File: src/hdl/lrct_pkg.sv
// Shared types, codes and constants of the learned-remote countdown timer.
package lrct_pkg;

    localparam int DEF_TABLE_ENTRIES = 8;

    localparam int OP_W    = 3;
    localparam int CODE_W  = 32;
    localparam int MODE_W  = 2;
    localparam int VALUE_W = 16;
    localparam int DIGIT_W = 2;
    localparam int TO_W    = 8;
    localparam int CFG_IDX_W  = 4;
    localparam int CFG_DATA_W = 16;

    localparam logic [MODE_W-1:0] MODE_IDLE     = 2'd0;
    localparam logic [MODE_W-1:0] MODE_SETTING  = 2'd1;
    localparam logic [MODE_W-1:0] MODE_WORKING  = 2'd2;
    localparam logic [MODE_W-1:0] MODE_LEARNING = 2'd3;

    localparam logic [OP_W-1:0] OP_TICK   = 3'd0;
    localparam logic [OP_W-1:0] OP_UP     = 3'd1;
    localparam logic [OP_W-1:0] OP_DOWN   = 3'd2;
    localparam logic [OP_W-1:0] OP_CLICK  = 3'd3;
    localparam logic [OP_W-1:0] OP_PRESS  = 3'd4;
    localparam logic [OP_W-1:0] OP_LONG   = 3'd5;
    localparam logic [OP_W-1:0] OP_REMOTE = 3'd6;

    localparam logic [CFG_IDX_W-1:0] REG_MAX_DURATION  = 4'd0;
    localparam logic [CFG_IDX_W-1:0] REG_LEARN_TIMEOUT = 4'd1;

    // 9:09:59 as the default clamp
    localparam logic [VALUE_W-1:0] MAX_DURATION_RST  = VALUE_W'(9 * 3600 + 9 * 60 + 59);
    localparam logic [TO_W-1:0]    LEARN_TIMEOUT_RST = TO_W'(30);

    // seconds per edited digit
    function automatic logic [VALUE_W-1:0] step_size(input logic [DIGIT_W-1:0] digit);
        logic [VALUE_W-1:0] s;
        case (digit)
            2'd0:    s = VALUE_W'(1);
            2'd1:    s = VALUE_W'(60);
            2'd2:    s = VALUE_W'(3600);
            default: s = VALUE_W'(36000);
        endcase
        return s;
    endfunction

    typedef struct packed {
        logic load;
        logic search_step;
        logic apply;
    } lrct_cmd_t;

    typedef struct packed {
        logic need_search;
        logic search_done;
    } lrct_status_t;

endpackage

File: src/hdl/lrct_ifs.sv
// Channel interfaces: event items in, result items out, register writes.
interface lrct_event_if import lrct_pkg::*; ();
    logic              valid;
    logic              ready;
    logic [OP_W-1:0]   operation;
    logic [CODE_W-1:0] frame_code;
    modport source (output valid, output operation, output frame_code, input ready);
    modport sink   (input valid, input operation, input frame_code, output ready);
endinterface

interface lrct_result_if import lrct_pkg::*; ();
    logic               valid;
    logic               ready;
    logic [MODE_W-1:0]  mode;
    logic [VALUE_W-1:0] shown_value;
    logic [DIGIT_W-1:0] blink_digit;
    logic               save_request;
    logic               code_matched;
    modport source (output valid, output mode, output shown_value, output blink_digit,
                    output save_request, output code_matched, input ready);
    modport sink   (input valid, input mode, input shown_value, input blink_digit,
                    input save_request, input code_matched, output ready);
endinterface

interface lrct_cfg_if import lrct_pkg::*; ();
    logic                  valid;
    logic                  ready;
    logic [CFG_IDX_W-1:0]  reg_index;
    logic [CFG_DATA_W-1:0] wr_data;
    modport source (output valid, output reg_index, output wr_data, input ready);
    modport sink   (input valid, input reg_index, input wr_data, output ready);
endinterface

File: src/hdl/lrct_ram.sv
// Generic single-write, single-read RAM with registered read data.
module lrct_ram #(
    parameter int WIDTH = 32,
    parameter int DEPTH = 8,
    localparam int ADDR_W = (DEPTH > 1) ? $clog2(DEPTH) : 1
) (
    input  logic                  clk,
    input  logic                  we,
    input  logic [ADDR_W-1:0]     waddr,
    input  logic [WIDTH-1:0]      wdata,
    input  logic [ADDR_W-1:0]     raddr,
    output logic [WIDTH-1:0]      rdata
);
    logic [WIDTH-1:0] mem_reg [DEPTH];
    logic [WIDTH-1:0] rdata_reg;

    always_ff @(posedge clk)
    begin
        if (we)
        begin
            mem_reg[waddr] <= wdata;
        end
        rdata_reg <= mem_reg[raddr];
    end

    assign rdata = rdata_reg;
endmodule

File: src/hdl/lrct_ctrl.sv
// Sequencer: accept, table search, apply and output register handshake.
module lrct_ctrl import lrct_pkg::*; (
    input  logic         clk,
    input  logic         rst_n,
    input  logic         in_valid,
    output logic         in_ready,
    input  logic         out_ready,
    output logic         out_valid,
    input  lrct_status_t st,
    output lrct_cmd_t    cmd
);
    localparam logic [1:0] ST_WAIT   = 2'd0;
    localparam logic [1:0] ST_SEARCH = 2'd1;
    localparam logic [1:0] ST_APPLY  = 2'd2;

    logic [1:0] state_reg, state_next;
    logic       out_full_reg, out_full_next;

    always_comb
    begin
        state_next = state_reg;
        cmd        = '0;
        in_ready   = 1'b0;
        unique case (state_reg)
            ST_WAIT:
            begin
                in_ready = 1'b1;
                if (in_valid)
                begin
                    cmd.load   = 1'b1;
                    state_next = st.need_search ? ST_SEARCH : ST_APPLY;
                end
            end
            ST_SEARCH:
            begin
                cmd.search_step = 1'b1;
                if (st.search_done)
                begin
                    state_next = ST_APPLY;
                end
            end
            ST_APPLY:
            begin
                // wait for the output register to free up
                if (!out_full_reg || out_ready)
                begin
                    cmd.apply  = 1'b1;
                    state_next = ST_WAIT;
                end
            end
            default:
            begin
                state_next = ST_WAIT;
            end
        endcase
    end

    always_comb
    begin
        out_full_next = out_full_reg;
        if (cmd.apply)
        begin
            out_full_next = 1'b1;
        end
        else if (out_ready)
        begin
            out_full_next = 1'b0;
        end
    end

    always_ff @(posedge clk or negedge rst_n)
    begin
        if (!rst_n)
        begin
            state_reg    <= ST_WAIT;
            out_full_reg <= 1'b0;
        end
        else
        begin
            state_reg    <= state_next;
            out_full_reg <= out_full_next;
        end
    end

    assign out_valid = out_full_reg;
endmodule

File: src/hdl/lrct_datapath.sv
// Timer state, config registers, table search compare and result register.
module lrct_datapath import lrct_pkg::*; #(
    parameter int TABLE_ENTRIES = DEF_TABLE_ENTRIES,
    localparam int SLOT_W = (TABLE_ENTRIES > 1) ? $clog2(TABLE_ENTRIES) : 1
) (
    input  logic                  clk,
    input  logic                  rst_n,
    input  lrct_cmd_t             cmd,
    output lrct_status_t          st,
    input  logic [OP_W-1:0]       in_operation,
    input  logic [CODE_W-1:0]     in_frame_code,
    input  logic                  cfg_we,
    input  logic [CFG_IDX_W-1:0]  cfg_index,
    input  logic [CFG_DATA_W-1:0] cfg_data,
    output logic                  ram_we,
    output logic [SLOT_W-1:0]     ram_waddr,
    output logic [CODE_W-1:0]     ram_wdata,
    output logic [SLOT_W-1:0]     ram_raddr,
    input  logic [CODE_W-1:0]     ram_rdata,
    output logic [MODE_W-1:0]     out_mode,
    output logic [VALUE_W-1:0]    out_shown_value,
    output logic [DIGIT_W-1:0]    out_blink_digit,
    output logic                  out_save_request,
    output logic                  out_code_matched
);
    localparam logic [SLOT_W-1:0] LAST_SLOT = SLOT_W'(TABLE_ENTRIES - 1);

    // config
    logic [VALUE_W-1:0] max_dur_reg;
    logic [TO_W-1:0]    timeout_reg;

    // timer state
    logic [MODE_W-1:0]  mode_reg, mode_next;
    logic [VALUE_W-1:0] dur_reg, dur_next;
    logic [VALUE_W-1:0] rem_reg, rem_next;
    logic [DIGIT_W-1:0] digit_reg, digit_next;
    logic               edited_reg, edited_next;
    logic [SLOT_W-1:0]  slot_reg, slot_next;
    logic               valid_reg [TABLE_ENTRIES];

    // latched item and search
    logic [OP_W-1:0]    op_reg;
    logic [CODE_W-1:0]  code_reg;
    logic [SLOT_W-1:0]  idx_reg;
    logic               cmp_valid_reg;
    logic               cmp_last_reg;
    logic               cmp_entry_ok_reg;
    logic               match_reg;

    // result register
    logic [MODE_W-1:0]  res_mode_reg;
    logic [VALUE_W-1:0] res_value_reg;
    logic [DIGIT_W-1:0] res_digit_reg;
    logic               res_save_reg;
    logic               res_match_reg;

    logic               hit;
    logic [CODE_W-1:0]  entry;
    logic               save_next;
    logic               tbl_we;

    // never-written entries read as zero
    assign entry = cmp_entry_ok_reg ? ram_rdata : '0;
    assign hit   = cmp_valid_reg && (entry == code_reg);

    assign st.need_search = (in_operation == OP_REMOTE) && (mode_reg == MODE_IDLE);
    assign st.search_done = hit || (cmp_valid_reg && cmp_last_reg);

    always_comb
    begin
        logic [VALUE_W-1:0] step;
        logic [VALUE_W:0]   up_sum;
        logic               go;
        logic [MODE_W-1:0]  go_mode;

        step    = step_size(digit_reg);
        up_sum  = {1'b0, dur_reg} + {1'b0, step};
        go      = 1'b0;
        go_mode = mode_reg;

        mode_next   = mode_reg;
        dur_next    = dur_reg;
        rem_next    = rem_reg;
        digit_next  = digit_reg;
        edited_next = edited_reg;
        slot_next   = slot_reg;
        save_next   = 1'b0;
        tbl_we      = 1'b0;

        case (op_reg) inside
            OP_TICK:
            begin
                if (mode_reg == MODE_WORKING || mode_reg == MODE_LEARNING)
                begin
                    if (rem_reg != '0)
                    begin
                        rem_next = rem_reg - VALUE_W'(1);
                    end
                    else
                    begin
                        go      = 1'b1;
                        go_mode = MODE_IDLE;
                    end
                end
            end
            OP_UP:
            begin
                if (mode_reg == MODE_SETTING)
                begin
                    dur_next    = (up_sum <= {1'b0, max_dur_reg}) ? up_sum[VALUE_W-1:0]
                                                                  : max_dur_reg;
                    edited_next = 1'b1;
                end
            end
            OP_DOWN:
            begin
                if (mode_reg == MODE_SETTING)
                begin
                    dur_next    = (dur_reg >= step) ? (dur_reg - step) : '0;
                    edited_next = 1'b1;
                end
            end
            OP_CLICK:
            begin
                if (mode_reg == MODE_IDLE)
                begin
                    go      = 1'b1;
                    go_mode = MODE_WORKING;
                end
                else if (mode_reg == MODE_SETTING)
                begin
                    digit_next  = digit_reg + DIGIT_W'(1);
                    edited_next = 1'b1;
                end
            end
            OP_PRESS, OP_LONG:
            begin
                if (mode_reg == MODE_IDLE)
                begin
                    go      = 1'b1;
                    go_mode = (op_reg == OP_PRESS) ? MODE_SETTING : MODE_LEARNING;
                end
                else if (mode_reg == MODE_SETTING)
                begin
                    go      = 1'b1;
                    go_mode = MODE_IDLE;
                end
            end
            OP_REMOTE:
            begin
                if (mode_reg == MODE_IDLE)
                begin
                    go      = match_reg;
                    go_mode = MODE_WORKING;
                end
                else if (mode_reg == MODE_LEARNING)
                begin
                    slot_next   = (slot_reg == LAST_SLOT) ? '0 : slot_reg + SLOT_W'(1);
                    tbl_we      = 1'b1;
                    edited_next = 1'b1;
                    go          = 1'b1;
                    go_mode     = MODE_IDLE;
                end
            end
            default:
            begin
            end
        endcase

        // mode change side effects
        if (go && (go_mode != mode_reg))
        begin
            mode_next = go_mode;
            if (go_mode == MODE_IDLE)
            begin
                rem_next   = dur_next;
                digit_next = '0;
            end
            else if (go_mode == MODE_LEARNING)
            begin
                rem_next = {{(VALUE_W - TO_W){1'b0}}, timeout_reg};
            end
            if (edited_next)
            begin
                edited_next = 1'b0;
                save_next   = 1'b1;
            end
        end
    end

    assign ram_we    = cmd.apply && tbl_we;
    assign ram_waddr = slot_next;
    assign ram_wdata = code_reg;
    assign ram_raddr = idx_reg;

    always_ff @(posedge clk or negedge rst_n)
    begin
        if (!rst_n)
        begin
            max_dur_reg   <= MAX_DURATION_RST;
            timeout_reg   <= LEARN_TIMEOUT_RST;
            mode_reg      <= MODE_IDLE;
            dur_reg       <= '0;
            rem_reg       <= '0;
            digit_reg     <= '0;
            edited_reg    <= 1'b0;
            slot_reg      <= '0;
            idx_reg       <= '0;
            cmp_valid_reg <= 1'b0;
            match_reg     <= 1'b0;
            for (int i = 0; i < TABLE_ENTRIES; i++)
            begin
                valid_reg[i] <= 1'b0;
            end
        end
        else
        begin
            if (cfg_we)
            begin
                unique case (cfg_index)
                    REG_MAX_DURATION:  max_dur_reg <= cfg_data;
                    REG_LEARN_TIMEOUT: timeout_reg <= cfg_data[TO_W-1:0];
                    default:
                    begin
                    end
                endcase
            end

            cmp_valid_reg <= cmd.search_step;
            if (cmd.load)
            begin
                idx_reg   <= '0;
                match_reg <= 1'b0;
            end
            else if (cmd.search_step && (idx_reg != LAST_SLOT))
            begin
                idx_reg <= idx_reg + SLOT_W'(1);
            end
            if (hit)
            begin
                match_reg <= 1'b1;
            end

            if (cmd.apply)
            begin
                mode_reg   <= mode_next;
                dur_reg    <= dur_next;
                rem_reg    <= rem_next;
                digit_reg  <= digit_next;
                edited_reg <= edited_next;
                slot_reg   <= slot_next;
                if (tbl_we)
                begin
                    valid_reg[slot_next] <= 1'b1;
                end
            end
        end
    end

    // payload registers, no reset
    always_ff @(posedge clk)
    begin
        if (cmd.load)
        begin
            op_reg   <= in_operation;
            code_reg <= in_frame_code;
        end
        if (cmd.search_step)
        begin
            cmp_last_reg     <= (idx_reg == LAST_SLOT);
            cmp_entry_ok_reg <= valid_reg[idx_reg];
        end
        if (cmd.apply)
        begin
            res_mode_reg  <= mode_next;
            res_value_reg <= (mode_next == MODE_IDLE || mode_next == MODE_SETTING)
                             ? dur_next : rem_next;
            res_digit_reg <= (mode_next == MODE_SETTING) ? digit_next : '0;
            res_save_reg  <= save_next;
            res_match_reg <= match_reg;
        end
    end

    assign out_mode         = res_mode_reg;
    assign out_shown_value  = res_value_reg;
    assign out_blink_digit  = res_digit_reg;
    assign out_save_request = res_save_reg;
    assign out_code_matched = res_match_reg;
endmodule

File: src/hdl/learned_remote_countdown_timer.sv
// Top level of the learned-remote countdown timer controller.
// Most events go through accept, apply and result valid in that order; a remote
//   code in idle first walks the learned-code table one entry a cycle through
//   the registered RAM read, stopping early when an entry matches.
// One item is in work at a time.
// Reset (rst_n, async low): idle mode, counts zero, config at defaults, all
//   table entries read as zero through per-entry valid bits; no clearing pass.
module learned_remote_countdown_timer import lrct_pkg::*; #(
    parameter int TABLE_ENTRIES = DEF_TABLE_ENTRIES
) (
    input  logic          clk,
    input  logic          rst_n,
    lrct_event_if.sink    events,
    lrct_result_if.source results,
    lrct_cfg_if.sink      cfg
);
    localparam int SLOT_W = (TABLE_ENTRIES > 1) ? $clog2(TABLE_ENTRIES) : 1;

    lrct_cmd_t         cmd;
    lrct_status_t      st;

    // learned-code table port
    logic              ram_we;
    logic [SLOT_W-1:0] ram_waddr;
    logic [CODE_W-1:0] ram_wdata;
    logic [SLOT_W-1:0] ram_raddr;
    logic [CODE_W-1:0] ram_rdata;

    // register writes are always taken; the user must send them only while idle, the block does not enforce it
    assign cfg.ready = 1'b1;

    // sequencer: holds the event in the datapath while a result waits
    lrct_ctrl u_ctrl (
        .clk       (clk),
        .rst_n     (rst_n),
        .in_valid  (events.valid),
        .in_ready  (events.ready),
        .out_ready (results.ready),
        .out_valid (results.valid),
        .st        (st),
        .cmd       (cmd)
    );

    // all timer state, search compare and the result register
    lrct_datapath #(
        .TABLE_ENTRIES (TABLE_ENTRIES)
    ) u_datapath (
        .clk              (clk),
        .rst_n            (rst_n),
        .cmd              (cmd),
        .st               (st),
        .in_operation     (events.operation),
        .in_frame_code    (events.frame_code),
        .cfg_we           (cfg.valid),
        .cfg_index        (cfg.reg_index),
        .cfg_data         (cfg.wr_data),
        .ram_we           (ram_we),
        .ram_waddr        (ram_waddr),
        .ram_wdata        (ram_wdata),
        .ram_raddr        (ram_raddr),
        .ram_rdata        (ram_rdata),
        .out_mode         (results.mode),
        .out_shown_value  (results.shown_value),
        .out_blink_digit  (results.blink_digit),
        .out_save_request (results.save_request),
        .out_code_matched (results.code_matched)
    );

    // learned codes; written round-robin in learning mode
    lrct_ram #(
        .WIDTH (CODE_W),
        .DEPTH (TABLE_ENTRIES)
    ) u_table (
        .clk   (clk),
        .we    (ram_we),
        .waddr (ram_waddr),
        .wdata (ram_wdata),
        .raddr (ram_raddr),
        .rdata (ram_rdata)
    );

    // a result is only loaded when the output register is free or being drained
    a_no_overwrite: assert property (@(posedge clk) disable iff (!rst_n)
        cmd.apply && results.valid |-> results.ready)
        else $error("result register overwritten");

    // a match always starts the countdown
    a_match_works: assert property (@(posedge clk) disable iff (!rst_n)
        results.valid && results.code_matched |-> results.mode == MODE_WORKING)
        else $error("code match without working mode");

    // the edited digit is only shown while setting
    a_blink_setting: assert property (@(posedge clk) disable iff (!rst_n)
        results.valid && (results.blink_digit != '0) |-> results.mode == MODE_SETTING)
        else $error("blink digit outside setting mode");

    // no new item while the search runs
    a_search_busy: assert property (@(posedge clk) disable iff (!rst_n)
        cmd.search_step |-> !events.ready)
        else $error("input ready during table search");
endmodule
File: src/flat_wrapper.sv
// flat-port wrapper written by rule: the top's interface ports become plain ports
module learned_remote_countdown_timer_flat import lrct_pkg::*;
#(
    parameter int TABLE_ENTRIES = DEF_TABLE_ENTRIES
)
  (clk, rst_n, events_valid, events_operation, events_frame_code, events_ready, results_valid, results_mode, results_shown_value, results_blink_digit, results_save_request, results_code_matched, results_ready, cfg_valid, cfg_reg_index, cfg_wr_data, cfg_ready);
  lrct_event_if events_i ();
  lrct_result_if results_i ();
  lrct_cfg_if cfg_i ();
  input  logic clk;
  input  logic rst_n;
  input wire logic [$bits(events_i.valid)-1:0] events_valid;
  input wire logic [$bits(events_i.operation)-1:0] events_operation;
  input wire logic [$bits(events_i.frame_code)-1:0] events_frame_code;
  output wire logic [$bits(events_i.ready)-1:0] events_ready;
  output wire logic [$bits(results_i.valid)-1:0] results_valid;
  output wire logic [$bits(results_i.mode)-1:0] results_mode;
  output wire logic [$bits(results_i.shown_value)-1:0] results_shown_value;
  output wire logic [$bits(results_i.blink_digit)-1:0] results_blink_digit;
  output wire logic [$bits(results_i.save_request)-1:0] results_save_request;
  output wire logic [$bits(results_i.code_matched)-1:0] results_code_matched;
  input wire logic [$bits(results_i.ready)-1:0] results_ready;
  input wire logic [$bits(cfg_i.valid)-1:0] cfg_valid;
  input wire logic [$bits(cfg_i.reg_index)-1:0] cfg_reg_index;
  input wire logic [$bits(cfg_i.wr_data)-1:0] cfg_wr_data;
  output wire logic [$bits(cfg_i.ready)-1:0] cfg_ready;
  assign events_i.valid = events_valid;
  assign events_i.operation = events_operation;
  assign events_i.frame_code = events_frame_code;
  assign events_ready = events_i.ready;
  assign results_valid = results_i.valid;
  assign results_mode = results_i.mode;
  assign results_shown_value = results_i.shown_value;
  assign results_blink_digit = results_i.blink_digit;
  assign results_save_request = results_i.save_request;
  assign results_code_matched = results_i.code_matched;
  assign results_i.ready = results_ready;
  assign cfg_i.valid = cfg_valid;
  assign cfg_i.reg_index = cfg_reg_index;
  assign cfg_i.wr_data = cfg_wr_data;
  assign cfg_ready = cfg_i.ready;
  learned_remote_countdown_timer #(.TABLE_ENTRIES(TABLE_ENTRIES)) u_core (.clk(clk), .rst_n(rst_n), .events(events_i), .results(results_i), .cfg(cfg_i));
endmodule
File: config.mk
export PLATFORM = sky130hd
export DESIGN_NAME = learned_remote_countdown_timer_flat
export DESIGN_NICKNAME = d
export VERILOG_FILES = /design/src/hdl/lrct_pkg.sv /design/src/hdl/lrct_ifs.sv /design/src/hdl/lrct_ram.sv /design/src/hdl/lrct_ctrl.sv /design/src/hdl/lrct_datapath.sv /design/src/hdl/learned_remote_countdown_timer.sv /design/src/flat_wrapper.sv
export SDC_FILE = /design/constraint.sdc
export NUM_CORES = 1
export LEC_CHECK = 0
export ABC_AREA = 1
export BUFFER_PORTS_ARGS = -buffer_cell sky130_fd_sc_hd__clkbuf_2
export CAP_MARGIN = 20
export CORE_UTILIZATION = 30
export CTS_CLUSTER_DIAMETER = 40
export DETAILED_ROUTE_END_ITERATION = 10
export SYNTH_ARGS = -nofsm -noshare
export SYNTH_HDL_FRONTEND = slang
export SYNTH_SLANG_ARGS = --single-unit
File: constraint.sdc
create_clock -name clk -period 4.9 [get_ports clk]
set_input_delay 0.245 -clock clk [delete_from_list [all_inputs] [get_ports clk]]
set_output_delay 0.245 -clock clk [all_outputs]
set_load 0.005 [all_outputs]
# After elaboration in Yosys (flattened, before gate mapping)
# Memories as Yosys holds them, arrays and structs flattened. A register that Yosys moved wholly into a read port is not among the register bits.
# Index checks and enable logic that the tools add are counted.
# word_totals
ramBits	256
memories	1
reg_bits	139
output_inout_bits	25
wordCells	202
input_bits	60
# op_classes
bitwise_logic	3
eq_ne	25
mux	104
n_addsub	6
magnitude_cmp	5
n_reduce_logical	28
# memory_table
name	depth	width	rd	rd_ports_with_merged_regs	wr	line_no	source
u_core.u_table.mem_reg	8	32	1	1	1	lrct_ram.sv:14	logic [WIDTH-1:0] mem_reg [DEPTH];
# op_table
op	count
2-to-1 mux 16 bit	14
2-to-1 mux 2 bit	27
case mux 16 bit (3 select lines)	1
2-to-1 mux 1 bit	47
2-to-1 mux 3 bit	11
equality test 32 bit	1
2-to-1 mux 32 bit	1
equality test 3 bit (second input constant)	6
adder 16 x 16 -> 17 bit	1
<= comparator 17 x 16 -> 1 bit	1
greater-or-equal comparator 16 bit	1
nonzero test 16 bit	1
subtractor 16 x 1 -> 16 bit (second input constant)	1
subtractor 16 bit	1
equality test 2 bit (second input constant)	5
zero test 2 bit	5
equality test 2 x 1 -> 1 bit (second input constant)	4
greater-or-equal comparator 4 bit (second input constant)	2
inverter 3 -> 4 bit	2
bitwise OR 8 bit	1
logical AND 1 bit	7
adder 3 x 1 -> 3 bit (second input constant)	2
equality test 3 x 2 -> 1 bit (second input constant)	2
case mux 2 bit (3 select lines)	1
other kinds (18)	26

# Longest topological paths before layout
# Gate-level depths: netlist of run 1.
# logic_depth
word_depth	16
depth_mapped	40
depth_no_buf	38

# By module
# A second synthesis of run 1 with hierarchy kept.
# hier_totals
cells_unflattened	2366
hier_area_um2	21124.0
# by_module_without_submodules
module	seq_area_each_um2	cells_per_inst	area_each_um2	instances
lrct_ram	8328.0	1156	11872.6	1
lrct_datapath	3712.3	1185	9073.7	1
lrct_ctrl	75.1	23	166.4	1
learned_remote_countdown_timer	0.0	2	11.3	1

# Worst setup path after synthesis of run 1
# OpenSTA, ideal clock, no wires.
# synth_timing
path_kind	register to register
startpoint	reg u_core.u_datapath.digit_reg[0]
endpoint	reg u_core.u_datapath.res_value_reg[13], in the netlist u_core.u_datapath.out_shown_value[13] (data pin)
n_path_buf	2
period_less_slack_ps	4167
t_required_ps	4648
t_arrival_ps	3915
path_slack_ps	733
path_stages_with_launch	35
setup_time_ps	252
cell_sequence	dfrtp_1 > inv_1 > ha_1 > nor2_1 > inv_1 > ha_1 > buf_2 > a21o_1 > a31oi_1 > nand3_1 > xor2_1 > inv_1 > ha_1 > nand2_1 > nor2_1 > inv_1 > nor2_1 > nand2_1 > nand2_1 > nand2_1 > nand2_1 > nand2_1 > nand2_1 > nand2_1 > nand2_2 > buf_2 > nand2_1 > nand3_1 > nand2_1 > nand2_1 > nand3_1 > nand2_1 > nand2_1 > nand2_1 > nand2_1
# synth_via
elab_chain_len	11
word_cells_on_any_way	18
cone_classes	add/sub: 2; order compare: 2; eq/ne: 2; mux: 11; reduce/logical: 1
# synth_rtl
element	line_no	source
start: declaration	lrct_datapath.sv:36	logic [DIGIT_W-1:0] digit_reg, digit_next;
start signal: assignment	lrct_datapath.sv:249	digit_reg <= digit_next;
equality test 2 bit, or another cell as far along	lrct_pkg.sv:38	case (digit)
case mux 16 bit (3 select lines) (*)	lrct_pkg.sv:38	
adder 16 x 16 -> 17 bit, or another cell as far along	lrct_datapath.sv:77	up_sum = {1'b0, dur_reg} + {1'b0, step};
<= comparator 17 x 16 -> 1 bit / 2-to-1 mux 16 bit (equally long branches)	lrct_datapath.sv:110, lrct_datapath.sv:119	
2-to-1 mux 16 bit (on tied branches)	lrct_datapath.sv:110, lrct_datapath.sv:117	
2-to-1 mux 16 bit (on tied branches)	lrct_datapath.sv:108, lrct_datapath.sv:90	
2-to-1 mux 16 bit (*) (2 in series)	lrct_datapath.sv:90	case (op_reg) inside
2-to-1 mux 16 bit	lrct_datapath.sv:174	if (go_mode == MODE_IDLE)
2-to-1 mux 16 bit	lrct_datapath.sv:171	if (go && (go_mode != mode_reg))
2-to-1 mux 16 bit (*)	lrct_datapath.sv:277	? dur_next : rem_next;
end signal: assignment	lrct_datapath.sv:276	res_value_reg <= (mode_next == MODE_IDLE || mode_next == MODE_SETTING)
end: declaration	lrct_datapath.sv:52	logic [VALUE_W-1:0] res_value_reg;
# Mark *: on every way between the ends. The rest lies on a longest branch, timed or not.
# A chain may end at the register's enable or synchronous reset.

# Worst setup path after layout of run 1
# layout_timing
startpoint	reg u_core.u_datapath.digit_reg[0]
endpoint	reg u_core.u_datapath.res_value_reg[15], in the netlist u_core.u_datapath.out_shown_value[15] (data pin)
# Same word-level chain as after synthesis.

==> metrics.cfg, run 1 <==
[logic_synthesis]
synth_top_area_share_pct = 47.5
ys.warnings.count = 0
synth_top_area_cell = edfxtp_1
synth-seq-cells = 427
async_reset_ff_share_pct = 18.7
avgSynthCellArea_um2 = 9.76
syn_nets = 2153
ys_types = 52
syn_inst = 2041
synthFlopType = edfxtp_1
synth_edf_count = 315
netlist_area_mm2 = 0.0199
yosysSeqAreaShare_pct = 60.8
synth.area.top_cells = edfxtp_1 (47%), dfrtp_1 (8.7%), nand2_1 (7.4%)

[drt]
post_drt_wl_per_cell_um = 17.1
initialDrtViolationCount = 1075
num_vias = 15100
drc_errors = 0
antenna_left = 0
dr.pass1.iters = 5
viasPerCell = 4.85
wl_um = 53500

[global_routing]
grt_max_degree = 89
grt_util_met3_pct = 2.92
gr-usage-met2_pct = 26.0
overflow = 0
grt_usage_pct = 15.7
grt_pass1_vias = 14300
grt.busiest_layer = met2
antenna_found_initial = 0
grt_pass1_wl_um = 82100
grt_use_met1_pct = 20.4

[critical_path]
ff2ff_path_depth = 36
r2r-start = u_core.u_datapath.digit_reg[0]$_DFFE_PN0P_
start_kind = flop
path_class = flop to flop
reg2reg_to = u_core.u_datapath.out_shown_value[15]$_DFFE_PP_
cp_common_cell = nand2_1
cp_num_buf_inv = 6
setup.worst_path.end_class = flop
path_max_fanout = 6
cp_slowest_cell = dfrtp_2
startpoint = u_core.u_datapath.digit_reg[0]$_DFFE_PN0P_
cp.required_ns = 5.23
worstPathArrival_ns = 4.93
crit_cells = 36
r2r_slack_ns = 0.30
path_delay_family = simple AND/OR/NAND/NOR gates
worstSetupEndpoint = u_core.u_datapath.out_shown_value[15]$_DFFE_PP_
cpPeakStageDelay_ns = 0.43

[hold_path]
hold_path.class = primary input to flop
min_from = events_valid

[floorplan]
die_y_um = 260
die_w_um = 260
core_area_mm2 = 0.0657
ios = 85
start_util_pct = 30.3
die_area_mm2 = 0.0674
rows = 94

[final_layout]
drive_gt1_share_pct = 14.2
stdcell_area_mm2 = 0.0246
diodes = 0
final_util_pct = 37.4
areaGrowthSynthToFinish_pct = 23.4
largest_register_ffs = 256
layout.nets = 2311

[timing]
tightest_slew_ns = 1.03
finalCriticalPeriod_ns = 4.60
hold_viol = 0
fin_crit_sh_pct = 93.9
max-slew-margin-rel_pct = 31.1
fmax_ghz = 0.217
slew_viol_final = 0
clock_skew_ns = 0.0216
setup-violations-final = 0

[power_and_ir_drop]
peakVddDrop_mv = 0.332
finalPower_mw = 15.0
power_density_mw_per_mm2 = 611
leakagePower_nw = 9.93

[clock_network]
cts_buffers = 72
clock_sink_count = 427
cts_tree = built
cts_buffer_depth = 3
root_buffer = clkbuf_16
htree_levels = 3
clock_latency_ns = 0.59
path_clk_slew_ns = 0.05

[outcome]
status = finished clean

[placement]
place_area_mm2 = 0.0214
gp_congestion = 0.967
dpl.hpwl_um = 34200
numPortBuffers = 83

[job]
maxCapViolations = 0

stage by stage:
step	cells	setup slack, ns	hold WS [ns]	setup TNS [ns]
2_1_floorplan	2041	0.733	-0.0506	0
3_3_place_gp	2932	0.0891	0.387	0
3_5_place_dp	2932	0.0810	0.407	0
4_1_cts	3116	0.0414	0.0416	0
5_1_grt	3121	-0.0362	0.115	-0.104
6_report	3121	0.300	0.0772	0
cells by family (layout without fill, tap and decap cells):
logic type / count (synthesis) / after routing / synth area share (%)
buffers and inverters: 234 / 450 / 4.65
other: 1 / 1 / 0.0188
xor gates and xnor gates: 57 / 57 / 2.51
adders and majority gates: 52 / 52 / 3.27
DFF: 427 / 427 / 60.8
and+or+nand+nor: 885 / 885 / 18.2
AOI/OAI and AO/OA: 385 / 385 / 10.5
placed cells by master, fill, tap and decap left out, types with 12 or more instances in the layout:
cell type,instances
nand2_1,392
edfxtp_1,315
nor2_1,314
o21ai_0,220
inv_1,131
nand3_1,92
clkbuf_2,82
clkbuf_16,72
dfrtp_1,66
a21oi_1,60
dlygate4sd3_1,52
ha_1,50
buf_4,37
xor2_1,36
a31oi_1,36
o22ai_1,34
dfxtp_1,32
xnor2_1,20
or2_2,15
nor3_1,14
o21ai_1,13
nor2_4,12
nor4_1,12
worst register-to-register path: cells and delay by family (launching register included):
family	cells	cell delay, ns
AOI/OAI and AO/OA	1	0.19
xor gates and xnor gates	1	0.13
adders and majority gates	3	0.94
buffers and inverters	6	0.63
DFF	1	0.43
and+or+nand+nor	25	2.01
cell usage after synthesis (20+ instances only):
| library cell | instances |
|---|---|
| xor2_1 | 37 |
| xnor2_1 | 20 |
| o21ai_0 | 222 |
| edfxtp_1 | 315 |
| clkbuf_1 | 64 |
| o22ai_1 | 34 |
| nand3_1 | 93 |
| a21oi_1 | 61 |
| dfxtp_1 | 32 |
| ha_1 | 52 |
| nand2_1 | 394 |
| nor2_1 | 326 |
| dfrtp_1 | 69 |
| inv_1 | 134 |
| a31oi_1 | 36 |
how the worst min path moves through the flow:
stage                                                    endpoint  depth (start not counted)
finish                     u_core.u_ctrl.state_reg[0]$_DFFE_PN0P_                          3
global placement    u_core.u_datapath.max_dur_reg[10]$_DFFE_PN0P_                          1
floorplan                     u_core.u_ctrl.out_valid$_DFFE_PN0P_                          0
global route               u_core.u_ctrl.state_reg[0]$_DFFE_PN0P_                          3
detailed placement  u_core.u_datapath.max_dur_reg[11]$_DFFE_PN0P_                          1
CTS                        u_core.u_ctrl.state_reg[0]$_DFFE_PN0P_                          3
where the power goes:
part / internal, mW / switching (mW) / total [mW]
Clock: 3.32 / 1.89 / 5.21
Combinational: 1.58 / 3.14 / 4.72
Sequential: 4.54 / 0.544 / 5.08
Total: 9.44 / 5.58 / 15.0
cell type report:
cell class,count,area (µm²)
well taps,864,1080
repair buffers,176,1300
clock buffers,79,1840
multi-input cells,1380,7010
clock inverters,53,687
inverters,142,537
flip-flops and latches,427,12100
fillers,6469,41200
what timing repair did:
action	in CTS	in global routing
resized for setup	0	16
hold buffers	52	0
setup endpoints to repair	0	47
setup buffers	0	2
hold endpoints to repair	107	0
routing by layer:
metal | up-vias | wire, µm
met4 | 0 | 1620
met2 | 432 | 25500
met3 | 103 | 2900
li1 | 7304 | -
met5 | - | 0
met1 | 7304 | 23500
Note: power is estimated with default switching activity, not from simulation.
==> inputs of run 2 (changes only) <==
- CELL_PAD_IN_SITES_DETAIL_PLACEMENT: unset -> 1
- CELL_PAD_IN_SITES_GLOBAL_PLACEMENT: unset -> 2
- PLACE_DENSITY_LB_ADDON: unset -> 0.1
==> metrics.cfg, run 2 (same netlist as run 1, synthesis figures left out) <==
[drt]
post_drt_wl_per_cell_um = 20.6
num_vias = 15300
dr.pass1.iters = 7
initialDrtViolationCount = 791
drc_errors = 0
wl_um = 64900
antenna_left = 0
viasPerCell = 4.84

[placement]
dp.cells = 2942
numPortBuffers = 83
gp_congestion = 0.845
dpl.hpwl_um = 40700
place_area_mm2 = 0.0215
dp_slack_ns = -0.00655

[hold_path]
min_from = events_valid
hold_path.class = primary input to flop

[timing]
tightest_slew_ns = 1.03
fmax_ghz = 0.224
fin_crit_sh_pct = 91.1
fin_hold_ws_ns = 0.0422
slew_viol_final = 0
clock_skew_ns = 0.0370
hold_viol = 0
max-slew-margin-rel_pct = 31.4
setup-violations-final = 0
finalCriticalPeriod_ns = 4.47
layout_setup_ws_ns = 0.434

[floorplan]
ios = 85
die_area_mm2 = 0.0674
rows = 94
die_y_um = 260
die_w_um = 260
start_util_pct = 30.3
core_area_mm2 = 0.0657

[power_and_ir_drop]
peakVddDrop_mv = 0.319
power_density_mw_per_mm2 = 639
leakagePower_nw = 10.1

[final_layout]
final_cells = 3149
final_util_pct = 38.1
mostFrequentLayoutCell = nand2_1
layout.nets = 2330
largest_register_ffs = 256
layout_common_cells = nand2_1 (391), edfxtp_1 (315), nor2_1 (310)
stdcell_area_mm2 = 0.0250
n_fill_cell = 7364
areaGrowthSynthToFinish_pct = 25.7
drive_gt1_share_pct = 15.8
diodes = 0

[critical_path]
path_max_fanout = 12
cp_slowest_cell = dfrtp_1
cp_num_buf_inv = 6
r2r_slack_ns = 0.43
path_delay_family = simple AND/OR/NAND/NOR gates
startpoint = u_core.u_datapath.digit_reg[1]$_DFFE_PN0P_
cp_common_cell = nand2_1
ff2ff_path_depth = 35
path_class = flop to flop
cpPeakStageDelay_ns = 0.41
worstSetupEndpoint = u_core.u_datapath.out_shown_value[10]$_DFFE_PP_
crit_cells = 35
worstPathArrival_ns = 4.81
setup.worst_path.end_class = flop
start_kind = flop
reg2reg_to = u_core.u_datapath.out_shown_value[10]$_DFFE_PP_
cp.required_ns = 5.25
r2r-start = u_core.u_datapath.digit_reg[1]$_DFFE_PN0P_

[global_routing]
overflow = 0
grt_pass1_wl_um = 98900
grt_max_degree = 85
grt_pass1_vias = 16000
grt_usage_pct = 19.5
antenna_found_initial = 1

[clock_network]
path_clk_slew_ns = 0.05
root_buffer = clkbuf_16
clock_latency_ns = 0.62
cts_buffer_depth = 3
cts_tree = built
htree_levels = 3
cts_buffers = 79
clock_sink_count = 427

[outcome]
status = finished clean

[job]
maxCapViolations = 0

[run 2: repair_timing]
action / in CTS / in global routing
hold buffers: 51 / 0
pin swaps: 0 / 2
gates cloned: 0 / 1
gates resized for setup: 1 / 39
endpoints found under the setup margin: 1 / 47
endpoints found under the hold margin: 86 / 0
setup buffers: 0 / 6
[run 2: worst register-to-register path: cells and delay by family, from the launching register on]
kind | cells | cell delay (ns)
AO/OA/AOI/OAI | 2 | 0.28
XOR/XNOR | 1 | 0.19
adder cells (fa/ha/maj) | 3 | 0.81
buffers and inverters | 6 | 0.60
flip-flops | 1 | 0.41
AND/OR/NAND/NOR | 23 | 1.94
[run 2: metrics by stage]
step	power, mW	setup TNS [ns]
after global placement	10.2	0
after floorplan	8.19	0
after detailed placement	10.2	-0.00655
after CTS	16.0	0
final	16.0	0
after global routing	17.0	-0.411
[run 2: power by group]
group | internal (mW) | switching, mW | total, mW
logic | 1.71 | 3.50 | 5.21
registers | 4.54 | 0.548 | 5.09
clock network | 3.71 | 1.97 | 5.68
[run 2: final cells by class]
class,count,area [µm²],share of cell area [%]
repair buffers,188,1380,5.53
well taps,864,1080,4.32
clock inverters,48,683,2.73
flip-flops and latches,427,12100,48.4
multi-input cells,1380,7100,28.4
clock buffers,100,2130,8.50
inverters,142,538,2.15
[run 2: worst min-delay path by stage]
stage | cells after the start | end
global placement | 1 | u_core.u_datapath.rem_reg[2]$_DFFE_PN0P_
CTS | 3 | u_core.u_ctrl.state_reg[0]$_DFFE_PN0P_
finish | 3 | u_core.u_ctrl.state_reg[0]$_DFFE_PN0P_
detailed placement | 1 | u_core.u_datapath.rem_reg[2]$_DFFE_PN0P_
global route | 3 | u_core.u_datapath.max_dur_reg[2]$_DFFE_PN1P_
floorplan | 0 | u_core.u_ctrl.out_valid$_DFFE_PN0P_
[run 2: layer usage]
metal / vias up / wire (µm) / global-route usage [%]
met1: 7585 / 32900 / 28.4
met4: 0 / 1050 / 5.36
met3: 68 / 2560 / 3.17
li1: 7358 / - / -
met2: 240 / 28500 / 29.8
met5: - / 0 / 0
